$ cat src/arbm_pkg.sv
`default_nettype none
package arbm_pkg;
  localparam int RATIO_BITS = 28;
  localparam int WIDEN_Q16 = 66;
  localparam logic [RATIO_BITS-1:0] RATIO_ONES = '1;

  // Divider job types
  localparam logic [1:0] DIV_RATIO = 2'd0;
  localparam logic [1:0] DIV_BIN = 2'd1;
  localparam logic [1:0] DIV_MEAN = 2'd2;

  // Controller commands to datapath
  typedef struct packed {
    logic load;
    logic clear;
    logic span_start;
    logic scan_rd;
    logic scan_start;
    logic scan_acc;
    logic mean_start;
    logic mean_sel_h;
    logic mean_latch;
    logic range_start;
    logic range_sel_hi;
    logic range_latch;
  } arbm_cmd_t;

  // Datapath status to controller
  typedef struct packed {
    logic div_busy;
    logic load_busy;
    logic mul_busy;
  } arbm_sts_t;
endpackage
`default_nettype wire

$ cat src/arbm_ctrl.sv
`default_nettype none
module arbm_ctrl #(
  parameter int CNT_BITS = 11,
  parameter int BIN_BITS = 4,
  parameter int NB_BITS = 5
) (
  input  wire logic                clk,
  input  wire logic                rst,
  input  wire logic                in_valid,
  output logic                     in_ready,
  input  wire logic                in_final,
  output logic                     out_valid,
  input  wire logic                out_ready,
  input  wire logic [NB_BITS-1:0]  nbins,
  input  wire logic [CNT_BITS-1:0] box_total,
  input  wire arbm_pkg::arbm_sts_t sts,
  output arbm_pkg::arbm_cmd_t      cmd,
  output logic [BIN_BITS-1:0]      bin_sel,
  output logic [CNT_BITS-1:0]      scan_idx,
  output logic                     last_bin
);
  import arbm_pkg::*;
  localparam logic [3:0] S_LOAD  = 4'd0;
  localparam logic [3:0] S_DRAIN = 4'd1;
  localparam logic [3:0] S_SPAN  = 4'd2;
  localparam logic [3:0] S_SPANW = 4'd3;
  localparam logic [3:0] S_RD    = 4'd4;
  localparam logic [3:0] S_RAT   = 4'd5;
  localparam logic [3:0] S_RATW  = 4'd6;
  localparam logic [3:0] S_BINW  = 4'd7;
  localparam logic [3:0] S_MEAN  = 4'd8;
  localparam logic [3:0] S_MEANW = 4'd9;
  localparam logic [3:0] S_RNG   = 4'd10;
  localparam logic [3:0] S_RNGM  = 4'd11;
  localparam logic [3:0] S_RNGW  = 4'd12;
  localparam logic [3:0] S_OUT   = 4'd13;

  logic [3:0] state;
  logic hsel;
  logic [1:0] wait_cnt;

  assign in_ready = (state == S_LOAD) && !sts.load_busy;
  assign out_valid = (state == S_OUT);
  assign last_bin = ({1'b0, bin_sel} + 1'b1) == (BIN_BITS+1)'(nbins);

  always_comb begin
    cmd = '0;
    cmd.load = in_valid && in_ready;
    cmd.mean_sel_h = hsel;
    cmd.range_sel_hi = hsel;
    case (state)
      S_SPAN:  cmd.span_start = 1'b1;
      S_RD:    cmd.scan_rd = 1'b1;
      S_RAT:   cmd.scan_start = 1'b1;
      S_RATW:  cmd.scan_acc = !sts.div_busy && wait_cnt == 2'd0;
      S_MEAN:  cmd.mean_start = 1'b1;
      S_MEANW: cmd.mean_latch = !sts.div_busy && wait_cnt == 2'd0;
      S_RNG:   cmd.range_start = 1'b1;
      S_RNGW:  cmd.range_latch = !sts.div_busy && wait_cnt == 2'd0;
      S_OUT:   cmd.clear = out_ready && last_bin;
      default: ;
    endcase
  end

  always_ff @(posedge clk) begin
    if (rst) begin
      state <= S_LOAD;
      bin_sel <= '0;
      scan_idx <= '0;
      hsel <= 1'b0;
      wait_cnt <= '0;
    end else begin
      if (wait_cnt != 2'd0) wait_cnt <= wait_cnt - 1'b1;
      case (state)
        S_LOAD: if (in_valid && in_ready && in_final) state <= S_DRAIN;
        S_DRAIN: if (!sts.load_busy && !sts.div_busy) state <= S_SPAN;
        S_SPAN: begin state <= S_SPANW; wait_cnt <= 2'd1; end
        S_SPANW: if (!sts.div_busy && wait_cnt == 2'd0) begin
          scan_idx <= '0;
          state <= (box_total == '0) ? S_MEAN : S_RD;
          bin_sel <= '0; hsel <= 1'b0;
        end
        S_RD: state <= S_RAT;
        S_RAT: begin state <= S_RATW; wait_cnt <= 2'd1; end
        S_RATW: if (!sts.div_busy && wait_cnt == 2'd0) begin
          state <= S_BINW; wait_cnt <= 2'd2;
        end
        S_BINW: if (!sts.div_busy && wait_cnt == 2'd0) begin
          if (scan_idx + 1'b1 == box_total) begin
            state <= S_MEAN; bin_sel <= '0; hsel <= 1'b0;
          end else begin
            scan_idx <= scan_idx + 1'b1; state <= S_RD;
          end
        end
        S_MEAN: begin state <= S_MEANW; wait_cnt <= 2'd1; end
        S_MEANW: if (!sts.div_busy && wait_cnt == 2'd0) begin
          hsel <= !hsel;
          state <= hsel ? S_RNG : S_MEAN;
        end
        S_RNG: state <= S_RNGM;
        S_RNGM: begin state <= S_RNGW; wait_cnt <= 2'd1; end
        S_RNGW: if (!sts.div_busy && !sts.mul_busy && wait_cnt == 2'd0) begin
          hsel <= !hsel;
          state <= hsel ? S_OUT : S_RNG;
        end
        S_OUT: if (out_ready) begin
          hsel <= 1'b0;
          if (last_bin) state <= S_LOAD;
          else begin bin_sel <= bin_sel + 1'b1; state <= S_MEAN; end
        end
        default: state <= S_LOAD;
      endcase
    end
  end
endmodule
`default_nettype wire

$ cat config.mk
export PLATFORM = sky130hd
export DESIGN_NAME = arbm_ctrl
export DESIGN_NICKNAME = d
export VERILOG_FILES = /design/src/arbm_pkg.sv /design/src/arbm_ctrl.sv
export SDC_FILE = /design/constraint.sdc
export NUM_CORES = 1
export LEC_CHECK = 0
export ABC_AREA = 1
export BUFFER_PORTS_ARGS = -buffer_cell sky130_fd_sc_hd__buf_2
export CORE_MARGIN = 4
export CORE_UTILIZATION = 57
export DETAILED_ROUTE_END_ITERATION = 8
export HOLD_SLACK_MARGIN = 0.02
export PLACE_DENSITY = 0.9
export SYNTH_ARGS = -nofsm -noshare
export SYNTH_HDL_FRONTEND = slang
export SYNTH_SLANG_ARGS = --single-unit
$ cat constraint.sdc
create_clock -name clk -period 4.2 [get_ports clk]
set_input_delay 0.84 -clock clk [delete_from_list [all_inputs] [get_ports clk]]
set_output_delay 0.84 -clock clk [all_outputs]
set_load 0.1 [all_outputs]
==> results of run 1 <==
stage by stage:
stage	hold slack, ns	cell area (um2)
3_3_place_gp	0.484	2230
6_report	0.526	2270
2_1_floorplan	0.483	1960
5_1_grt	0.548	2270
3_5_place_dp	0.507	2230
4_1_cts	0.527	2270
layout make-up:
cell class	instances	area, um2
Fill cell	331	1070
Sequential cell	22	440
Clock buffer	4	36.3
Timing Repair Buffer	54	273
Inverter	47	176
Tap cell	46	57.6
Multi-Input combinational cell	256	1290
critical path: stages, from the launching register on:
cell,delay [ns]
dfxtp_1,0.37
ha_1,0.23
xnor2_1,0.28
nor2_1,0.07
nor3_1,0.30
nand3_1,0.14
nor2_1,0.10
buf_2,0.42
cells by family (layout without fill, tap and decap cells):
group / after synthesis / in the layout / synth area share
AO/OA/AOI/OAI: 36 / 36 / 0.101
XOR/XNOR: 6 / 6 / 0.0268
adder cells (fa/ha/maj): 2 / 2 / 0.0128
buffers and inverters: 56 / 105 / 0.120
flip-flops: 22 / 22 / 0.224
AND/OR/NAND/NOR: 212 / 212 / 0.515
layout by cell type, fill, tap and decap left out, types with 6 or more instances in the layout:
cell type / n
buf_2: 53
nand3_1: 32
nand4_1: 7
inv_1: 46
nor3_1: 6
nand2_1: 89
nand3_2: 10
a21oi_1: 21
dfxtp_1: 22
nor2_1: 48
state kept, by name (all words and copies together) (netlist names):
| signal | cells |
|---|---|
| bin_sel | 4 |
| hsel | 1 |
| scan_idx | 11 |
| state | 4 |
| wait_cnt | 2 |
routing by layer:
layer / vias to the layer above / global-route usage
li1: 1172 / -
met1: 992 / 0.312
met2: 77 / 0.392
met3: 9 / 0.0287
met4: 0 / 0.0736
met5: - / 0
Yosys cell counts (4+ instances only):
cell	instances
nor2_2	4
nand2_1	89
nand3b_1	5
dfxtp_1	22
nor3_1	6
inv_1	46
nor2_1	48
o21ai_0	5
nand4_1	7
nand3_1	32
nand3_2	10
a21oi_1	21
xnor2_1	4
worst min path at each step:
stage                    start         end  slack, ns  cells past startpoint
global placement    bin_sel[1]  bin_sel[1]       0.48                      2
floorplan             state[1]    state[1]       0.48                      2
finish              bin_sel[3]  bin_sel[3]       0.53                      2
detailed placement  bin_sel[3]  bin_sel[3]       0.51                      2
CTS                 bin_sel[1]  bin_sel[1]       0.53                      2
global route        bin_sel[3]  bin_sel[3]       0.55                      2
report_power, final:
| group | switching [mW] | total, mW | leakage, nW | internal [mW] |
|---|---|---|---|---|
| logic | 0.220 | 0.289 | 0.875 | 0.0688 |
| clock network | 0.0668 | 0.120 | 0.0210 | 0.0530 |
| registers | 0.0216 | 0.245 | 0.178 | 0.223 |
==> flow_metrics.tcl, run 1 <==
set metrics [dict create \
    grt_pass1_vias 1905 \
    num_io_pins 54 \
    period_minus_slack_ns 3.09 \
    hold_viol 0 \
    clk_latency_ns 0.32 \
    hold_buffers 0 \
    cp.arrival_ns 2.25 \
    rsz0062_at_grt "no" \
    grt_pass1_wl_mm 8.24 \
    grt_usage 0.235 \
    final_core_util 0.680 \
    diodes 0 \
    rr_endpoint "scan_idx[10]" \
    drt_iter0_markers 139 \
    grt_antenna_before_repair 0 \
    overflow 0 \
    area_delta_synth_final_pct 15.7 \
    critPathKind "reg2out" \
    die-area_um2 4440 \
    wl_met3_um 316 \
    syn_area_um2 1960 \
    vias_per_cell 5.24 \
    drc 0 \
    leakage_nw 1.07 \
    synthTopCellsByArea "dfxtp_1 (22%), nand2_1 (17%), nor2_1 (9.2%)" \
    cts_max_path_buffers 2 \
    dp_hpwl_mm 3.96 \
    synth.avg_cell_area_um2 5.87 \
    drt_wl_total_mm 5.01 \
    status "finished, final reports clean" \
    worst-r2r-cell-count 14 \
    syn_nets 360 \
    slew_headroom 0.351 \
    grt_max_degree 24 \
    place.gp.congestion 0.912 \
    htreeDepth 1 \
    startpoint "bin_sel[0]" \
    async_flop_share 0 \
    final_cells 429 \
    place_ws_ns 1.26 \
    post_cts_resized 0 \
    coreArea_um2 3340 \
    cp-end-kind "primary output" \
    clock_skew_ns 0.0100 \
    dp.cells 425 \
    cts_buffers 3 \
    r2r_slack_ns 1.90 \
    synth_largest_area_cell "dfxtp_1" \
    setup_ws_ns 1.11 \
    r2r-start "scan_idx[1]" \
    cp-start-kind "flip-flop" \
    rows 21 \
    synth_edf_count 0 \
    fmax_ghz 0.324 \
    root_buffer "clkbuf_4" \
    cts.clk_slew.worst_paths_ns 0.13 \
    wl_met1_mm 2.33 \
    crit_path_max_fanout 5 \
    hp-class "reg2reg" \
    die_h_um 66.7 \
    tns_ns 0 \
    max_cap_violations 0 \
    drive_above_1_share 0.217 \
    irDropWorstVdd_mv 0.261 \
    cts_tree "built" \
    ys_ff_latch 22 \
    nNetsFinal 410 \
    drt.antenna.violating_nets 0 \
    synthFlopType "dfxtp_1" \
    via_count 2250 \
    min_period_over_period 0.736 \
    p_per_area_nw_per_um2 288 \
    post-cts-setup-buffer-count 0 \
    cts_sinks 22 \
    drt_pass1_iterations 5 \
    yosysSeqAreaShare 0.224 \
    synth_top_area_frac 0.224 \
    start_util 0.588 \
    crit_end "cmd[10]" \
    ys_warn_count 0 \
    synth_cells 334 \
    ys_types 32 \
    post_drt_wl_per_cell_um 11.7 \
    numPortBuffers 53 \
    total_power_mw 0.653 \
    met2_length_mm 2.30 \
    slew_viol_final 0 \
    cp.required_ns 3.36 \
    worst_slew_pin_slew_ns 0.970 \
    top_layer "met4" \
    die_w_um 66.7 \
    setup_viol 0 \
]
Power figures use the tool's default switching activity.
==> inputs of run 2 (changes only) <==
CORE_UTILIZATION = 48   (was 57)
PLACE_DENSITY = 0.81   (was 0.9)
clock period = 2.6 ns   (was 4.2 ns; I/O delays follow)
==> run 2 against run 1 <==
- clock skew fell by 0.0077 ns
- critical path depth did not move
- clock-buffer cell count did not move
- cell count rose by 0.70%
- critical endpoint unchanged
- largest power group unchanged
- highest routed layer unchanged
==> flow_metrics.tcl, run 2 (synthesis gave the netlist of run 1 again) <==
set metrics [dict create \
    fmax_ghz 0.417 \
    setup_viol 0 \
    vias_per_cell 5.22 \
    multi_input_area_um2 1330 \
    nNetsFinal 411 \
    period_minus_slack_ns 2.40 \
    via_count 2253 \
    clk_latency_ns 0.27 \
    drt_iter0_markers 157 \
    post_drt_wl_per_cell_um 12.0 \
    dp.cells 428 \
    final_common_cell "nand2_1" \
    htreeDepth 1 \
    final_core_util 0.625 \
    die_h_um 71.9 \
    num_io_pins 54 \
    drive_above_1_share 0.250 \
    cts_max_path_buffers 2 \
    clock_skew_ns 0.00229 \
    slew_viol_final 0 \
    numPortBuffers 53 \
    top_regs "scan_idx (11), bin_sel (4), state (4)" \
    drt.antenna.violating_nets 0 \
    worst_slew_pin_slew_ns 0.492 \
    overflow 0 \
    rsz0062_at_grt "no" \
    grt_pass1_vias 1964 \
    root_buffer "clkbuf_8" \
    hold_viol 0 \
    grt_usage 0.200 \
    slew_headroom 0.675 \
    n_fill_cell 379 \
    crit_path_max_fanout 5 \
    cp-end-kind "primary output" \
    die-area_um2 5170 \
    cp.required_ns 2.08 \
    final-seq-area_um2 453 \
    min_period_over_period 0.923 \
    start_util 0.516 \
    grt_antenna_before_repair 0 \
    cp.arrival_ns 1.88 \
    max_cap_violations 0 \
    critPathKind "reg2out" \
    hp-class "reg2reg" \
    cts_sinks 22 \
    p_per_area_nw_per_um2 474 \
    irDropWorstVdd_mv 0.426 \
    die_w_um 71.9 \
    placed_area_um2 2300 \
    status "finished, final reports clean" \
    cts_tree "built" \
    drt_pass1_iterations 5 \
    cp-start-kind "flip-flop" \
    stdcell_area_um2 2370 \
    leakage_nw 1.10 \
    final_cells 432 \
    grt_max_degree 23 \
    tns_ns 0 \
    diodes 0 \
    largest_reg_flops 11 \
    dp_hpwl_mm 4.15 \
    coreArea_um2 3800 \
    grt_pass1_wl_mm 8.61 \
    rows 22 \
    regMostFlops "scan_idx" \
    place.gp.congestion 0.840 \
    final_cell_mix "nand2_1 (89), buf_2 (51), nor2_1 (47)" \
    area_delta_synth_final_pct 21.0 \
    drt_wl_total_mm 5.20 \
    drc 0 \
    cts_buffers 3 \
    cts.clk_slew.worst_paths_ns 0.08 \
]
## run 2: cell count changes in the layout (fill, tap and decap cells not counted), sizes merged
cell	previous run	this run
buf	54	55
## run 2: area by class of cell
type,count,area share
inverter,47,0.0743
timing repair buffer,55,0.125
multi-input combinational,256,0.561
sequential,22,0.191
clock buffer,4,0.0232
tap,48,0.0253
## run 2: critical path, stage by stage, from the launching register on
cell,delay [ns]
dfxtp_4,0.36
ha_1,0.32
xnor2_1,0.16
nand3_1,0.10
nor3_2,0.20
nand3_2,0.14
nor2_4,0.14
buf_12,0.18
## run 2: stage by stage
step	worst slack [ns]	power (mW)	hold slack, ns
global route	0.0263	1.20	0.507
finish	0.201	1.13	0.491
CTS	0.0196	1.13	0.491
detailed placement	0.267	0.877	0.480
floorplan	-0.0857	0.789	0.483
global placement	0.353	0.871	0.479
## run 2: what timing repair did
action | CTS | global route
gates cloned | 0 | 0
resized for setup | 1 | 3
endpoints found under the setup margin | 1 | 2
setup buffers | 0 | 0
hold buffers | 0 | 0
pin swaps | 0 | 1
## run 2: final timing paths
check | from | to | slack, ns | cells after the start
worst min register to register | bin_sel[3] | bin_sel[3] | 0.49 | 2
worst max-delay path | bin_sel[0] | cmd[10] | 0.20 | 7
worst min-delay path | bin_sel[3] | bin_sel[3] | 0.49 | 2
worst max register to register | scan_idx[0] | scan_idx[8] | 0.38 | 14
## run 2: power by group
group	internal, mW	switching, mW	total [mW]
registers	0.359	0.0335	0.392
clock network	0.135	0.116	0.251
logic	0.114	0.369	0.483
## run 2: metal layers
layer | global-route usage | share of wire | up-vias
met3 | 0.0374 | 0.080 | 6
met4 | 0.0292 | 0.0060 | 0
met2 | 0.318 | 0.44 | 85
met1 | 0.288 | 0.47 | 992
met5 | 0 | 0 | -
li1 | - | - | 1170
